### src/rtl/core/rccp_pkg.sv
// Shared types, constants and helpers of the control packet parser.
package rccp_pkg;

  localparam int PACKET_BYTES = 14;

  localparam logic [3:0] LAST_POS   = 4'(PACKET_BYTES - 1);
  localparam logic [3:0] CHECK_POS  = 4'd12;
  localparam logic [3:0] STICK_LAST = 4'd10;
  localparam logic [3:0] ADDR_LAST  = 4'd2;
  localparam logic [3:0] FLAG_POS   = 4'd11;
  localparam logic [3:0] COUNT_MAX  = 4'hF;
  localparam logic [3:0] STICK_BASE = 4'd3;

  localparam logic [7:0] BEACON_FIRST  = 8'hBE;
  localparam logic [7:0] BEACON_SECOND = 8'hAC;

  localparam logic [15:0] LINK_TIMEOUT_RST = 16'd40;
  localparam logic [15:0] SILENCE_MAX      = 16'hFFFF;

  localparam int CFG_IDX_W  = 1;
  localparam int CFG_DATA_W = 24;

  localparam logic [CFG_IDX_W-1:0] CFG_OWN_ADDR     = 1'b0;
  localparam logic [CFG_IDX_W-1:0] CFG_LINK_TIMEOUT = 1'b1;

  localparam int FLAG_ARM   = 0;
  localparam int FLAG_FLIP  = 1;
  localparam int FLAG_RATE  = 2;
  localparam int FLAG_ALT   = 3;

  typedef enum logic [2:0] {
    STATUS_OK       = 3'd0,
    STATUS_LEN_ERR  = 3'd1,
    STATUS_ADDR_ERR = 3'd2,
    STATUS_SUM_ERR  = 3'd3,
    STATUS_LINK     = 3'd4
  } status_t;

  typedef enum logic {
    OP_BYTE = 1'b0,
    OP_TICK = 1'b1
  } op_t;

  typedef struct packed {
    op_t        operation;
    logic [7:0] data_byte;
    logic       last_byte;
  } beat_t;

  typedef struct packed {
    status_t            status;
    logic [23:0]        sender_target;
    logic signed [11:0] throttle;
    logic signed [11:0] roll;
    logic signed [11:0] pitch;
    logic signed [11:0] yaw;
    logic               arm;
    logic               flip;
    logic               rate_mode;
    logic               auto_altitude;
    logic [7:0]         attitude_reset;
    logic               link_up;
  } result_t;

  // Handshake between the input register and the packet logic.
  typedef struct packed {
    logic  valid;
    beat_t beat;
  } stage_t;

  // Saturate at 4095, then subtract the 2048 center, which only flips bit 11.
  function automatic logic signed [11:0] stick_scale(input logic [15:0] raw);
    logic [11:0] sat;
    sat = (|raw[15:12]) ? 12'hFFF : raw[11:0];
    return {~sat[11], sat[10:0]};
  endfunction

endpackage

### src/rtl/core/rccp_in_if.sv
// Input channel of the control packet parser.
interface rccp_in_if import rccp_pkg::*; ();
  logic       valid;
  logic       ready;
  logic       operation;
  logic [7:0] data_byte;
  logic       last_byte;

  modport source (output valid, operation, data_byte, last_byte, input ready);
  modport sink (input valid, operation, data_byte, last_byte, output ready);
endinterface

### src/rtl/core/rccp_out_if.sv
// Result channel of the control packet parser.
interface rccp_out_if import rccp_pkg::*; ();
  logic               valid;
  logic               ready;
  logic [2:0]         status;
  logic [23:0]        sender_target;
  logic signed [11:0] throttle;
  logic signed [11:0] roll;
  logic signed [11:0] pitch;
  logic signed [11:0] yaw;
  logic               arm;
  logic               flip;
  logic               rate_mode;
  logic               auto_altitude;
  logic [7:0]         attitude_reset;
  logic               link_up;

  modport source (output valid, status, sender_target, throttle, roll, pitch, yaw,
                  arm, flip, rate_mode, auto_altitude, attitude_reset, link_up,
                  input ready);
  modport sink (input valid, status, sender_target, throttle, roll, pitch, yaw,
                arm, flip, rate_mode, auto_altitude, attitude_reset, link_up,
                output ready);
endinterface

### src/rtl/core/rccp_cfg_if.sv
// Configuration write channel of the control packet parser.
interface rccp_cfg_if import rccp_pkg::*; ();
  logic                  valid;
  logic                  ready;
  logic [CFG_IDX_W-1:0]  index;
  logic [CFG_DATA_W-1:0] data;

  modport source (output valid, index, data, input ready);
  modport sink (input valid, index, data, output ready);
endinterface

### src/rtl/core/rccp_in_stage.sv
// Input register: holds one beat until the packet logic takes it.
module rccp_in_stage import rccp_pkg::*; (
  input  logic      clk,
  input  logic      rst_n,
  rccp_in_if.sink   in_ch,
  input  logic      advance,
  output stage_t    stage
);

  logic  valid_r, valid_nxt;
  beat_t beat_r, beat_nxt;
  logic  load;

  assign in_ch.ready = !valid_r || advance;
  assign load        = in_ch.valid && in_ch.ready;

  always_comb begin
    valid_nxt = valid_r;
    beat_nxt  = beat_r;
    if (load) begin
      valid_nxt = 1'b1;
      beat_nxt  = '{operation: op_t'(in_ch.operation), data_byte: in_ch.data_byte,
                    last_byte: in_ch.last_byte};
    end else if (advance) begin
      valid_nxt = 1'b0;
    end
  end

  always_ff @(posedge clk) begin
    if (!rst_n) begin
      valid_r <= 1'b0;
    end else begin
      valid_r <= valid_nxt;
    end
  end

  always_ff @(posedge clk) begin
    beat_r <= beat_nxt;
  end

  assign stage = '{valid: valid_r, beat: beat_r};

  a_adv_needs_valid: assert property (@(posedge clk) disable iff (!rst_n)
    advance |-> valid_r) else $error("input stage advanced while empty");

  a_hold_unless_adv: assert property (@(posedge clk) disable iff (!rst_n)
    valid_r && !advance |=> valid_r && $stable(beat_r))
    else $error("input stage lost a beat");

  a_load_sets_valid: assert property (@(posedge clk) disable iff (!rst_n)
    load |=> valid_r) else $error("loaded beat not marked valid");

endmodule

### src/rtl/core/rccp_parse.sv
// Packet assembly, checks, silence counter and configuration registers.
module rccp_parse import rccp_pkg::*; (
  input  logic      clk,
  input  logic      rst_n,
  rccp_cfg_if.sink  cfg_ch,
  input  stage_t    stage,
  input  logic      advance,
  output logic      res_valid,
  output result_t   res
);

  logic [23:0] own_addr_r, own_addr_nxt;
  logic [15:0] timeout_r, timeout_nxt;

  logic [3:0]  cnt_r, cnt_nxt;
  logic [7:0]  sum_r, sum_nxt;
  logic [7:0]  first_r, first_nxt;
  logic [23:0] target_r, target_nxt;
  logic [15:0] stick_r [4];
  logic [15:0] stick_nxt [4];
  logic [7:0]  flag_r, flag_nxt;
  logic [7:0]  rst_byte_r, rst_byte_nxt;
  logic [15:0] silence_r, silence_nxt;

  logic [3:0]  p;
  logic [7:0]  b;
  logic [3:0]  stick_off;
  logic [1:0]  stick_idx;

  assign cfg_ch.ready = 1'b1;

  always_comb begin
    own_addr_nxt = own_addr_r;
    timeout_nxt  = timeout_r;
    if (cfg_ch.valid) begin
      unique case (cfg_ch.index)
        CFG_OWN_ADDR:     own_addr_nxt = cfg_ch.data;
        CFG_LINK_TIMEOUT: timeout_nxt  = cfg_ch.data[15:0];
        default:          ;
      endcase
    end
  end

  assign p         = cnt_r;
  assign b         = stage.beat.data_byte;
  assign stick_off = p - STICK_BASE;
  assign stick_idx = stick_off[2:1];

  always_comb begin
    cnt_nxt      = cnt_r;
    sum_nxt      = sum_r;
    first_nxt    = first_r;
    target_nxt   = target_r;
    stick_nxt    = stick_r;
    flag_nxt     = flag_r;
    rst_byte_nxt = rst_byte_r;
    silence_nxt  = silence_r;
    res_valid    = 1'b0;
    res          = '0;

    if (advance) begin
      if (stage.beat.operation == OP_TICK) begin
        if (silence_r != SILENCE_MAX) begin
          silence_nxt = silence_r + 16'd1;
        end
        res_valid     = 1'b1;
        res.status    = STATUS_LINK;
        res.link_up   = (silence_nxt < timeout_r);
      end else begin
        if (p == '0) begin
          first_nxt = b;
        end
        if (p <= ADDR_LAST) begin
          target_nxt[8*p[1:0] +: 8] = b;
        end else if (p <= STICK_LAST) begin
          if (!stick_off[0]) begin
            stick_nxt[stick_idx][7:0] = b;
          end else begin
            stick_nxt[stick_idx][15:8] = b;
          end
        end else if (p == FLAG_POS) begin
          flag_nxt = b;
        end else if (p == CHECK_POS) begin
          rst_byte_nxt = b;
        end

        if (!stage.beat.last_byte) begin
          if (p <= CHECK_POS) begin
            sum_nxt = sum_r + b;
          end
          if (p != COUNT_MAX) begin
            cnt_nxt = p + 4'd1;
          end
        end else begin
          cnt_nxt = '0;
          sum_nxt = '0;
          // A two-byte beacon is dropped without a result.
          if (p == 4'd1 && first_r == BEACON_FIRST && b == BEACON_SECOND) begin
            res_valid = 1'b0;
          end else if (p != LAST_POS) begin
            res_valid  = 1'b1;
            res.status = STATUS_LEN_ERR;
          end else begin
            silence_nxt       = '0;
            res_valid         = 1'b1;
            res.sender_target = target_r;
            if (target_r != own_addr_r) begin
              res.status = STATUS_ADDR_ERR;
            end else if (sum_r != b) begin
              res.status = STATUS_SUM_ERR;
            end else begin
              res.status         = STATUS_OK;
              res.throttle       = stick_scale(stick_r[0]);
              res.roll           = stick_scale(stick_r[1]);
              res.pitch          = stick_scale(stick_r[2]);
              res.yaw            = stick_scale(stick_r[3]);
              res.arm            = flag_r[FLAG_ARM];
              res.flip           = flag_r[FLAG_FLIP];
              res.rate_mode      = flag_r[FLAG_RATE];
              res.auto_altitude  = flag_r[FLAG_ALT];
              res.attitude_reset = rst_byte_r;
            end
          end
        end
      end
    end
  end

  always_ff @(posedge clk) begin
    if (!rst_n) begin
      own_addr_r <= '0;
      timeout_r  <= LINK_TIMEOUT_RST;
      cnt_r      <= '0;
      sum_r      <= '0;
      first_r    <= '0;
      target_r   <= '0;
      stick_r    <= '{default: '0};
      flag_r     <= '0;
      rst_byte_r <= '0;
      silence_r  <= '0;
    end else begin
      own_addr_r <= own_addr_nxt;
      timeout_r  <= timeout_nxt;
      cnt_r      <= cnt_nxt;
      sum_r      <= sum_nxt;
      first_r    <= first_nxt;
      target_r   <= target_nxt;
      stick_r    <= stick_nxt;
      flag_r     <= flag_nxt;
      rst_byte_r <= rst_byte_nxt;
      silence_r  <= silence_nxt;
    end
  end

  a_last_clears_count: assert property (@(posedge clk) disable iff (!rst_n)
    advance && stage.beat.operation == OP_BYTE && stage.beat.last_byte
    |=> cnt_r == '0 && sum_r == '0) else $error("packet end did not clear count");

  a_tick_keeps_packet: assert property (@(posedge clk) disable iff (!rst_n)
    advance && stage.beat.operation == OP_TICK |=> $stable(cnt_r) && $stable(sum_r))
    else $error("tick disturbed packet assembly");

  a_tick_counts: assert property (@(posedge clk) disable iff (!rst_n)
    advance && stage.beat.operation == OP_TICK |=> silence_r != '0)
    else $error("silence counter did not count");

  a_byte_no_link: assert property (@(posedge clk) disable iff (!rst_n)
    res_valid && stage.beat.operation == OP_BYTE |-> res.status != STATUS_LINK)
    else $error("packet byte gave a link report");

endmodule

### src/rtl/core/rccp_out_stage.sv
// Result register that drives the result channel.
module rccp_out_stage import rccp_pkg::*; (
  input  logic       clk,
  input  logic       rst_n,
  input  logic       load,
  input  result_t    res,
  output logic       free,
  rccp_out_if.source out_ch
);

  logic    valid_r, valid_nxt;
  result_t res_r, res_nxt;

  assign free = !valid_r || out_ch.ready;

  always_comb begin
    valid_nxt = valid_r;
    res_nxt   = res_r;
    if (load) begin
      valid_nxt = 1'b1;
      res_nxt   = res;
    end else if (out_ch.ready) begin
      valid_nxt = 1'b0;
    end
  end

  always_ff @(posedge clk) begin
    if (!rst_n) begin
      valid_r <= 1'b0;
    end else begin
      valid_r <= valid_nxt;
    end
  end

  always_ff @(posedge clk) begin
    res_r <= res_nxt;
  end

  assign out_ch.valid          = valid_r;
  assign out_ch.status         = res_r.status;
  assign out_ch.sender_target  = res_r.sender_target;
  assign out_ch.throttle       = res_r.throttle;
  assign out_ch.roll           = res_r.roll;
  assign out_ch.pitch          = res_r.pitch;
  assign out_ch.yaw            = res_r.yaw;
  assign out_ch.arm            = res_r.arm;
  assign out_ch.flip           = res_r.flip;
  assign out_ch.rate_mode      = res_r.rate_mode;
  assign out_ch.auto_altitude  = res_r.auto_altitude;
  assign out_ch.attitude_reset = res_r.attitude_reset;
  assign out_ch.link_up        = res_r.link_up;

  a_load_when_free: assert property (@(posedge clk) disable iff (!rst_n)
    load |-> free) else $error("result overwritten before it was taken");

  a_load_shows: assert property (@(posedge clk) disable iff (!rst_n)
    load |=> valid_r) else $error("loaded result not presented");

  a_idle_empties: assert property (@(posedge clk) disable iff (!rst_n)
    !load && out_ch.ready |=> !valid_r) else $error("taken result presented twice");

endmodule

### src/rtl/core/rc_control_packet_parser.sv
// Top level of the radio control packet parser.
//
//   channel  | dir | payload                                         | accepted when
//   in_ch    | in  | operation, data_byte, last_byte                 | valid && ready
//   out_ch   | out | status, sender_target, sticks, flags, link_up   | valid && ready
//   cfg_ch   | in  | index, data (own address, link timeout)         | valid && ready
//
// One beat per cycle sustained while out_ch does not stall; a beat's result enters
// the result register as the beat leaves the input register, via the packet logic.
// Reset (rst_n low, synchronous) empties both registers, clears the packet state and
// the silence counter, and restores own address 0 and link timeout 40.
// When out_ch stalls, the input register holds its beat and in_ch.ready drops only
// once both registers are full. Configuration writes are always taken.
module rc_control_packet_parser import rccp_pkg::*; (
  input  logic       clk,
  input  logic       rst_n,
  rccp_in_if.sink    in_ch,
  rccp_out_if.source out_ch,
  rccp_cfg_if.sink   cfg_ch
);

  stage_t  stage;
  logic    advance;
  logic    out_free;
  logic    res_valid;
  result_t res;

  // A beat leaves the input register only when the result register can take it.
  assign advance = stage.valid && out_free;

  rccp_in_stage u_in_stage (
    .clk     (clk),
    .rst_n   (rst_n),
    .in_ch   (in_ch),
    .advance (advance),
    .stage   (stage)
  );

  rccp_parse u_parse (
    .clk       (clk),
    .rst_n     (rst_n),
    .cfg_ch    (cfg_ch),
    .stage     (stage),
    .advance   (advance),
    .res_valid (res_valid),
    .res       (res)
  );

  rccp_out_stage u_out_stage (
    .clk    (clk),
    .rst_n  (rst_n),
    .load   (res_valid),
    .res    (res),
    .free   (out_free),
    .out_ch (out_ch)
  );

endmodule
### src/flat_wrapper.sv
// flat-port wrapper written by rule: the top's interface ports become plain ports
module rc_control_packet_parser_flat import rccp_pkg::*;
  (clk, rst_n, in_ch_valid, in_ch_operation, in_ch_data_byte, in_ch_last_byte, in_ch_ready, out_ch_valid, out_ch_status, out_ch_sender_target, out_ch_throttle, out_ch_roll, out_ch_pitch, out_ch_yaw, out_ch_arm, out_ch_flip, out_ch_rate_mode, out_ch_auto_altitude, out_ch_attitude_reset, out_ch_link_up, out_ch_ready, cfg_ch_valid, cfg_ch_index, cfg_ch_data, cfg_ch_ready);
  rccp_in_if in_ch_i ();
  rccp_out_if out_ch_i ();
  rccp_cfg_if cfg_ch_i ();
  input  logic clk;
  input  logic rst_n;
  input wire logic [$bits(in_ch_i.valid)-1:0] in_ch_valid;
  input wire logic [$bits(in_ch_i.operation)-1:0] in_ch_operation;
  input wire logic [$bits(in_ch_i.data_byte)-1:0] in_ch_data_byte;
  input wire logic [$bits(in_ch_i.last_byte)-1:0] in_ch_last_byte;
  output wire logic [$bits(in_ch_i.ready)-1:0] in_ch_ready;
  output wire logic [$bits(out_ch_i.valid)-1:0] out_ch_valid;
  output wire logic [$bits(out_ch_i.status)-1:0] out_ch_status;
  output wire logic [$bits(out_ch_i.sender_target)-1:0] out_ch_sender_target;
  output wire logic [$bits(out_ch_i.throttle)-1:0] out_ch_throttle;
  output wire logic [$bits(out_ch_i.roll)-1:0] out_ch_roll;
  output wire logic [$bits(out_ch_i.pitch)-1:0] out_ch_pitch;
  output wire logic [$bits(out_ch_i.yaw)-1:0] out_ch_yaw;
  output wire logic [$bits(out_ch_i.arm)-1:0] out_ch_arm;
  output wire logic [$bits(out_ch_i.flip)-1:0] out_ch_flip;
  output wire logic [$bits(out_ch_i.rate_mode)-1:0] out_ch_rate_mode;
  output wire logic [$bits(out_ch_i.auto_altitude)-1:0] out_ch_auto_altitude;
  output wire logic [$bits(out_ch_i.attitude_reset)-1:0] out_ch_attitude_reset;
  output wire logic [$bits(out_ch_i.link_up)-1:0] out_ch_link_up;
  input wire logic [$bits(out_ch_i.ready)-1:0] out_ch_ready;
  input wire logic [$bits(cfg_ch_i.valid)-1:0] cfg_ch_valid;
  input wire logic [$bits(cfg_ch_i.index)-1:0] cfg_ch_index;
  input wire logic [$bits(cfg_ch_i.data)-1:0] cfg_ch_data;
  output wire logic [$bits(cfg_ch_i.ready)-1:0] cfg_ch_ready;
  assign in_ch_i.valid = in_ch_valid;
  assign in_ch_i.operation = in_ch_operation;
  assign in_ch_i.data_byte = in_ch_data_byte;
  assign in_ch_i.last_byte = in_ch_last_byte;
  assign in_ch_ready = in_ch_i.ready;
  assign out_ch_valid = out_ch_i.valid;
  assign out_ch_status = out_ch_i.status;
  assign out_ch_sender_target = out_ch_i.sender_target;
  assign out_ch_throttle = out_ch_i.throttle;
  assign out_ch_roll = out_ch_i.roll;
  assign out_ch_pitch = out_ch_i.pitch;
  assign out_ch_yaw = out_ch_i.yaw;
  assign out_ch_arm = out_ch_i.arm;
  assign out_ch_flip = out_ch_i.flip;
  assign out_ch_rate_mode = out_ch_i.rate_mode;
  assign out_ch_auto_altitude = out_ch_i.auto_altitude;
  assign out_ch_attitude_reset = out_ch_i.attitude_reset;
  assign out_ch_link_up = out_ch_i.link_up;
  assign out_ch_i.ready = out_ch_ready;
  assign cfg_ch_i.valid = cfg_ch_valid;
  assign cfg_ch_i.index = cfg_ch_index;
  assign cfg_ch_i.data = cfg_ch_data;
  assign cfg_ch_ready = cfg_ch_i.ready;
  rc_control_packet_parser u_core (.clk(clk), .rst_n(rst_n), .in_ch(in_ch_i), .out_ch(out_ch_i), .cfg_ch(cfg_ch_i));
endmodule
### config.mk
export PLATFORM = sky130hd
export DESIGN_NAME = rc_control_packet_parser_flat
export DESIGN_NICKNAME = d
export VERILOG_FILES = /design/src/rtl/core/rccp_pkg.sv /design/src/rtl/core/rccp_in_if.sv /design/src/rtl/core/rccp_out_if.sv /design/src/rtl/core/rccp_cfg_if.sv /design/src/rtl/core/rccp_in_stage.sv /design/src/rtl/core/rccp_parse.sv /design/src/rtl/core/rccp_out_stage.sv /design/src/rtl/core/rc_control_packet_parser.sv /design/src/flat_wrapper.sv
export SDC_FILE = /design/constraint.sdc
export NUM_CORES = 1
export LEC_CHECK = 0
export BUFFER_PORTS_ARGS = -buffer_cell sky130_fd_sc_hd__buf_2
export CORE_MARGIN = 2
export CORE_UTILIZATION = 35
export CTS_BUF_LIST = sky130_fd_sc_hd__clkbuf_8
export DETAILED_ROUTE_END_ITERATION = 8
export GPL_TIMING_DRIVEN = 0
export PLACE_DENSITY = 0.56
export RECOVER_POWER = 50
export SYNTH_ARGS = -nofsm -noshare
export SYNTH_HDL_FRONTEND = slang
export SYNTH_SLANG_ARGS = --single-unit
### constraint.sdc
create_clock -name clk -period 4.4 [get_ports clk]
set_input_delay 0.44 -clock clk [delete_from_list [all_inputs] [get_ports clk]]
set_output_delay 0.44 -clock clk [all_outputs]
set_load 0.05 [all_outputs]
==> results by group, run 1 <==
Place
  – Port buffer count: around 130
  – Final HPWL from detailed placement: 21500 um
  – Gpl congestion: 0.848
  – Place WS: 1.09 ns
  – Cells after DPL: 1782

Timing
  – Layout Skew: 0.0175 ns
  – Slew Viols, Final: 0
  – Post-route minimum period: 3.30 ns
  – Final count of negative-setup-slack endpoints: 0
  – Unrepaired setup endpoints after global routing: false
  – Slew @ Worst Pin: roughly 1.0 ns
  – Relative slew slack: 31.7%
  – Fmax achieved: just over 300 MHz
  – Final WS setup: 1.10 ns
  – Final Cycle Share: 75.1%
  – Hold Vio Cnt, Final: 0

Cells and area
  – Final #Nets: 1454
  – Non-Filler Instances: 1869
  – Reg area: ~0.0065 mm^2
  – Filler instances: 3444
  – Final core utilization: between 40% and 50%
  – Area occupied by multi-input gates: 0.00504 mm^2
  – Layout cells sized above 1: 9.78%
  – Diodes inserted: 0
  – Area delta synth->final: 17.0%

Floorplan
  – Die height: 189 um
  – IO Count: around 130
  – Die outline width: 189 um
  – Core Area: roughly 0.034 mm^2
  – Initial core utilization: 35.7%
  – Die area: approximately 0.036 mm^2
  – Row Count: 67

Clock tree
  – # hold bufs at CTS: 0
  – Root Driver: clkbuf_8
  – Clk slew on worst S/H paths: 0.06 ns
  – Max H-tree Level: 2
  – Num CTS Buffers: between 40 and 50
  – Post_cts resized: 0
  – Post-CTS Repair Setup Buffers: 0
  – Clock Sinks: 276
  – Clock buffer depth: 3
  – CTS tree: built
  – Worst-skew pair later-pin latency: 0.57 ns

Synth
  – Largest family of logic cells by synthesized area: simple AND/OR/NAND/NOR gates
  – Synth Area in Simple Gates: 19.7%
  – Netlist cell types: between 70 and 80
  – Sequential-to-total area share from yosys stat: 54.1%
  – Multiplexer share of the synthesized area: 7.33%
  – Adder-Cell Fraction of Synth Area: 3.29%
  – Gate Count Post-Synth: 1205
  – Post-Syn Area: 0.0120 mm^2
  – Xor/xnor cell area share of the yosys netlist: 3.28%
  – Number of synthesized flops with an enable pin: 98
  – Syn_nets: 1276
  – #FFs+latches synth: 276
  – Main synth FF type: dfxtp_1
  – Synth async-reset ratio: 0%
  – Avg Cell Area, Syn: ~10 um^2
  – Yosys Warn Count: 0
  – Compound-gate portion of the synthesized area: 8.43%

Critical path
  – Crit path kind: flip-flop to flip-flop
  – Crit path launch type: flip-flop
  – CP Data Required Time: 4.75 ns
  – Path depth of the worst reg2reg path: 8
  – Worst reg2reg endpoint: u_core.u_out_stage.out_ch.throttle[11]
  – Register-to-register setup slack: approximately 1.1 ns
  – CP Capture Type: flip-flop
  – R2r startpoint: u_core.u_parse.cnt_r[1]
  – WP data arrival: roughly 3.7 ns
  – Worst Path Max Fanout: 10

Global routing
  – Initial antenna violation count: 0
  – Grt total ovfl: 0
  – Vias in the first global route: 8662
  – Largest net degree at the start of global routing: 48
  – First-pass GRT wire length: 47400 um
  – Total track usage: 16.7%

Detailed routing
  – DRT Wirelength: ~30000 um
  – Detailed Route Iter0 Violations: 518
  – DRC viols: 0
  – Via count of the routed design: 8983
  – Antenna Nets Post-Route: 0
  – Router iterations before antenna repair: 5
  – Routed WL per cell: 16.1 um
  – Number of vias per cell: 4.81

Pwr
  – VDD IR max: between 0.15 and 0.2 mV
  – LEAKAGE: 5.30 nW
  – Power Density: 382 mW/mm^2
  – Total Power: 0.00537 W

Min path
  – Hold WC Path Type: input port to flip-flop
  – WHS Path Cells: 1
  – Min-delay src: in_ch_data_byte[7]
  – Hold EP: u_core.u_in_stage.stage[8]

Status
  – Status: finished, final reports clean

Run
  – Max cap viols: 0
-- cell type report --
| type | count | share of cell area [%] |
|---|---|---|
| sequential | 276 | 46.2 |
| multi-input combinational | 814 | 35.8 |
| clock buffer | 56 | 5.48 |
| tap | 448 | 3.98 |
| timing repair buffer | 129 | 3.94 |
| buffer | 70 | 2.03 |
| clock inverter | 31 | 1.32 |
| inverter | 45 | 1.20 |
-- worst max path at each step --
stage	start	end
3_5_place_dp	u_core.u_parse.cnt_r[1]	u_core.u_out_stage.out_ch.throttle[11]
5_1_grt	u_core.u_parse.silence_r[4]	u_core.u_out_stage.out_ch.link_up
4_1_cts	u_core.u_parse.cnt_r[1]	u_core.u_out_stage.out_ch.throttle[11]
6_report	u_core.u_parse.cnt_r[1]	u_core.u_out_stage.out_ch.throttle[11]
2_1_floorplan	u_core.u_out_stage.out_ch.valid	u_core.u_out_stage.out_ch.arm
3_3_place_gp	u_core.u_in_stage.stage[4]	u_core.u_out_stage.out_ch.throttle[0]
-- flip-flops by register name (all words and copies together), names as in the netlist, 10 cells and up --
register                                 count
u_core.u_in_stage.stage                     10
u_core.u_out_stage.out_ch.pitch             12
u_core.u_out_stage.out_ch.roll              12
u_core.u_out_stage.out_ch.sender_target     24
u_core.u_out_stage.out_ch.throttle          12
u_core.u_out_stage.out_ch.yaw               12
u_core.u_parse.own_addr_r                   24
u_core.u_parse.silence_r                    16
u_core.u_parse.stick_r                      64
u_core.u_parse.target_r                     24
u_core.u_parse.timeout_r                    16
-- worst max-delay path, cell delays in order (launching register included) --
cell	delay [ns]
dfxtp_1	0.50
inv_1	0.25
ha_1	0.27
and3_1	0.18
nand3_1	0.10
o2111a_1	0.44
nand4_1	0.58
buf_2	0.44
nor3_1	0.32
-- per-stage QoR --
stage	setup TNS (ns)	cell area, um^2	hold slack [ns]
finish	0	14100	0.0561
global route	0	14100	0.0189
CTS	0	14200	0.0108
detailed placement	0	13300	0.452
global placement	-62.36	13200	0.448
floorplan	0	12000	0.436
-- cell usage after synthesis, drive strengths merged, types with 5 or more instances --
cell,instances,share of area [%]
dfxtp,178,30
edfxtp,98,24
inv,44,1.4
and4,7,0.51
xor2,6,0.44
a2111oi,6,0.90
a211oi,7,0.64
o21a,5,0.31
o21ai,14,0.58
nand4,18,1.2
nor3,19,0.87
a32o,6,0.50
nand2,123,3.8
buf,15,0.75
or3,5,0.26
nor3b,6,0.37
and2,28,1.5
ha,30,3.1
or4,6,0.37
a21o,7,0.50
nor4,9,0.75
clkbuf,55,1.7
mux2i,87,7.2
nor2,214,6.7
and3,11,0.57
nand3,44,2.0
a21oi,76,3.2
xnor2,39,2.8
-- cell usage in the layout (no fill, tap or decap), drive strengths merged, types with 18 or more instances in the layout --
cell and instances:
inv 67, mux2i 87, nand2 123, edfxtp 98, buf 48, dfxtp 178, nor2 214, nor3 19
and2 28, nand4 18, xnor2 39, clkbuf 207, ha 30, nand3 44, a21oi 76
-- logic make-up after synthesis --
| family | after synthesis |
|---|---|
| and+or+nand+nor | 502 |
| DFF | 276 |
| AOI/OAI and AO/OA | 147 |
| buffers and inverters | 115 |
| muxes | 88 |
| xor gates and xnor gates | 45 |
| adders and majority gates | 31 |
| other | 1 |
-- metal layers --
metal	share of wire (%)	routed length, um	GRT usage, %	vias to the layer above
met1	48	14400	22.9	4202
met5	0	0	0	-
met2	46	13700	26.9	189
li1	-	-	-	4541
met4	2.3	695	5.28	0
met3	4.5	1360	2.78	51
-- power by group --
group          switching, W  internal [W]  total [W]
Combinational      0.000256     0.0000915   0.000348
Sequential        0.0000379       0.00269    0.00273
Clock               0.00106       0.00124    0.00230
Total               0.00135       0.00402    0.00537
(Power assumes the default switching activity.)
==> inputs of run 2 (changes only) <==
--- a/config.mk
+++ b/config.mk
@@ -5,13 +5,14 @@
 export SDC_FILE = /design/constraint.sdc
 export NUM_CORES = 1
 export LEC_CHECK = 0
+export ABC_AREA = 1
 export BUFFER_PORTS_ARGS = -buffer_cell sky130_fd_sc_hd__buf_2
 export CORE_MARGIN = 2
 export CORE_UTILIZATION = 35
 export CTS_BUF_LIST = sky130_fd_sc_hd__clkbuf_8
 export DETAILED_ROUTE_END_ITERATION = 8
 export GPL_TIMING_DRIVEN = 0
-export PLACE_DENSITY = 0.56
+export PLACE_DENSITY = 0.58
 export RECOVER_POWER = 50
 export SYNTH_ARGS = -nofsm -noshare
 export SYNTH_HDL_FRONTEND = slang
==> constraint.sdc (replaced) <==
create_clock -name clk -period 2.7 [get_ports clk]
set_input_delay 0.27 -clock clk [delete_from_list [all_inputs] [get_ports clk]]
set_output_delay 0.27 -clock clk [all_outputs]
set_load 0.05 [all_outputs]
==> results by group, run 2 <==
Synth
  – Top-count cell post-synth: a21oi_1
  – Post-synth top area share: 31.2% (+1.6 points)
  – Gate Count Post-Synth: 1277 (+6.0%)
  – Sequential-to-total area share from yosys stat: 57.0% (+3.0 points)
  – Yosys Warn Count: 0 (unchanged)
  – Avg Cell Area, Syn: 8.93 um^2 (-11%)
  – #FFs+latches synth: 276 (unchanged)
  – Number of synthesized flops with an enable pin: 98 (unchanged)
  – Netlist cell types: 36 (-50%)
  – Syn_nets: 1348 (+5.6%)
  – Synth async-reset ratio: 0% (unchanged)
  – Main synth FF type: dfxtp_1
  – Area leader, netlist: dfxtp_1
  – Post-Syn Area: 0.0114 mm^2 (-5.2%)
  – Synth top area cells: dfxtp_1 (31%), edfxtp_1 (26%), a21oi_1 (8.5%), o21ai_0 (6.5%), nor2_1 (5.1%)
  – Top post-synthesis cells by count: a21oi_1 (194), dfxtp_1 (178), nor2_1 (155)

Global routing
  – Grt total ovfl: 0 (unchanged)
  – GR Util met1: 22.3% (-0.57 points)
  – Vias in the first global route: 8865 (+2.3%)
  – First-pass GRT wire length: 46200 um (-2.5%)
  – GR Util met2: 29.4% (+2.6 points)
  – Layer with the highest usage: met2
  – Total track usage: 17.4% (+0.69 points)
  – Largest net degree at the start of global routing: 54 (+13%)
  – Initial antenna violation count: 1 (+1)
  – Met3 Use GR: 3.24% (+0.46 points)

Critical path
  – Worst Path Max Fanout: 5 (-5)
  – Crit path launch type: flip-flop
  – CP Data Required Time: 3.11 ns (-1.64 ns)
  – Crit path kind: flip-flop to flip-flop
  – CP Capture Type: flip-flop
  – WP data arrival: 2.94 ns (-0.71 ns)

Clock tree
  – Clock buffer depth: 3 (unchanged)
  – Clk slew on worst S/H paths: 0.06 ns (about the same)
  – Num CTS Buffers: 48 (+2.1%)
  – Worst-skew pair later-pin latency: 0.57 ns (about the same)
  – Max H-tree Level: 2 (unchanged)
  – CTS tree: built
  – Root Driver: clkbuf_8
  – Clock Sinks: 276 (unchanged)

Detailed routing
  – DRC viols: 0 (unchanged)
  – Router iterations before antenna repair: 5 (unchanged)
  – Antenna Nets Post-Route: 0 (unchanged)
  – Detailed Route Iter0 Violations: 525 (+1.4%)
  – Number of vias per cell: 4.70 (-2.2%)
  – Via count of the routed design: 9305 (+3.6%)
  – Routed WL per cell: 15.1 um (-6.3%)
  – DRT Wirelength: 29900 um (-0.75%)

Cells and area
  – Most flop-heavy register: u_core.u_parse.stick_r
  – Commonest non-fill, non-tap cells in the layout: a21oi_1 (194), dfxtp_1 (177), inv_1 (168), nor2_1 (152), o21ai_0 (149)
  – Max FFs per register: 64 (unchanged)
  – Area delta synth->final: 22.9%
  – Layout cells sized above 1: 10.4% (+0.57 points)
  – Non-Filler Instances: 1979 (+5.9%)
  – Most common cell after layout, fill and taps aside: a21oi_1
  – Final #Nets: 1568 (+7.8%)
  – Final core utilization: 43.4% (+1.6 points)

Floorplan
  – Die area: 0.0340 mm^2 (-5.1%)
  – Die height: 185 um (-2.6%)
  – Initial core utilization: 35.3% (-0.37 points)
  – Core Area: 0.0323 mm^2 (-4.2%)
  – Row Count: 66 (-1.5%)
  – IO Count: 131 (unchanged)
  – Die outline width: 185 um (-2.6%)

Pwr
  – Pint: 0.00698 W (+74%)
  – Sw Share: 26.0% (+0.74 points)
  – VDD IR max: 0.326 mV (+100%)
  – Comb pwr share: 9.0% (+2.5 points)
  – Power Density: 673 mW/mm^2 (+76%)
  – Sequential Power Share: 47.9% (-2.9 points)
  – LEAKAGE: 5.29 nW (-0.19%)
  – NetSw: 0.00245 W (+81%)
  – Power share of the clock group: 43.1% (+0.4 points)

Timing
  – Layout Skew: 0.0189 ns (+0.00144 ns)
  – Fmax achieved: 396 MHz (+31%)
  – Smallest hold slack: 0.0501 ns (-0.00602 ns)
  – Final Cycle Share: 93.6% (+18 points)
  – Slew @ Worst Pin: 0.745 ns (-0.270 ns)
  – Unrepaired setup endpoints after global routing: true
  – Final count of negative-setup-slack endpoints: 0 (unchanged)
  – Hold Vio Cnt, Final: 0 (unchanged)
  – Slew Viols, Final: 0 (unchanged)
  – Relative slew slack: 50.3% (+19 points)
  – Final WS setup: 0.174 ns (-0.923 ns)
  – Post-route minimum period: 2.53 ns (-0.777 ns)

Place
  – Cells after DPL: 1849 (+3.8%)
  – Gpl congestion: 0.865 (+2.0%)
  – Port buffer count: 129 (+0.78%)
  – Final HPWL from detailed placement: 21100 um (-2.2%)
  – Place WS: -0.181 ns (-1.27 ns)

Run
  – Max cap viols: 0 (unchanged)

Min path
  – Hold WC Path Type: input port to flip-flop

Status
  – Status: finished, final reports clean
-- run 2: worst paths after layout --
check	startpoint	to	slack (ns)	cells after the start
worst max-delay path	u_core.u_parse.silence_r[0]	u_core.u_out_stage.out_ch.link_up	0.17	16
worst min-delay path	out_ch_ready	u_core.u_in_stage.valid_r	0.05	4
worst max register to register	u_core.u_parse.silence_r[0]	u_core.u_out_stage.out_ch.link_up	0.17	16
worst min register to register	u_core.u_parse.stick_r[11]	u_core.u_parse.stick_r[11]	0.45	2
-- run 2: layout make-up --
class                      count  area (um^2)
tap                          442          553
timing repair buffer         171          966
antenna                        1         2.50
clock buffer                  57          785
buffer                        57          230
multi-input combinational    785         4130
sequential                   276         6510
inverter                     158          593
fill                        3275        18300
clock inverter                32          248
-- run 2: power by group through the flow --
stage	logic (W)	clock network, W	registers [W]
6_report	0.000845	0.00407	0.00452
5_1_grt	0.000919	0.00433	0.00453
3_5_place_dp	0.000813	0	0.00461
4_1_cts	0.000859	0.00414	0.00452
3_3_place_gp	0.000797	0	0.00462
2_1_floorplan	0.000353	0	0.00482
-- run 2: timing repair --
item                                   4_1_cts  5_1_grt
hold buffers                                35        0
cloned                                       0        0
setup buffers                                2        4
endpoints found under the hold margin       42        0
setup endpoints to repair                   59       63
pin swaps                                    0        2
resized for setup                            2       22
-- run 2: kinds of logic (layout without fill, tap and decap cells) --
| family | count (synthesis) | count (layout) | synth area share [%] |
|---|---|---|---|
| AOI/OAI and AO/OA | 362 | 362 | 16.3 |
| and+or+nand+nor | 357 | 357 | 13.3 |
| DFF | 276 | 276 | 57.0 |
| buffers and inverters | 216 | 475 | 7.20 |
| xor gates and xnor gates | 34 | 34 | 2.61 |
| adders and majority gates | 31 | 31 | 3.47 |
| other | 1 | 2 | 0.0329 |
-- run 2: routing by layer --
| metal | wire length, um | vias up |
|---|---|---|
| li1 | - | 4709 |
| met1 | 13500 | 4321 |
| met2 | 14300 | 218 |
| met3 | 1470 | 57 |
| met4 | 666 | 0 |
| met5 | 0 | - |
-- run 2: critical path: stages, from the launching register on --
cell       delay, ns
dfxtp_1         0.34
ha_1            0.23
nand2_1         0.10
nor2_1          0.05
nand2_1         0.11
nor2_4          0.06
nor2_2          0.14
nand2_2         0.11
nor2_4          0.14
nand2_1         0.10
xnor2_2         0.19
ha_1            0.28
nand2_1         0.07
inv_1           0.03
o21ai_0         0.13
o2111ai_1       0.12
a21oi_1         0.16
-- run 2: through the flow --
| stage | cell area (um^2) | power [W] | TNS (ns) |
|---|---|---|---|
| 2_1_floorplan | 11400 | 0.00517 | 0 |
| 3_3_place_gp | 12600 | 0.00541 | -74.35 |
| 3_5_place_dp | 12600 | 0.00543 | -3.95 |
| 4_1_cts | 14000 | 0.00952 | 0 |
| 5_1_grt | 14000 | 0.00978 | -0.0756 |
| 6_report | 14000 | 0.00943 | 0 |
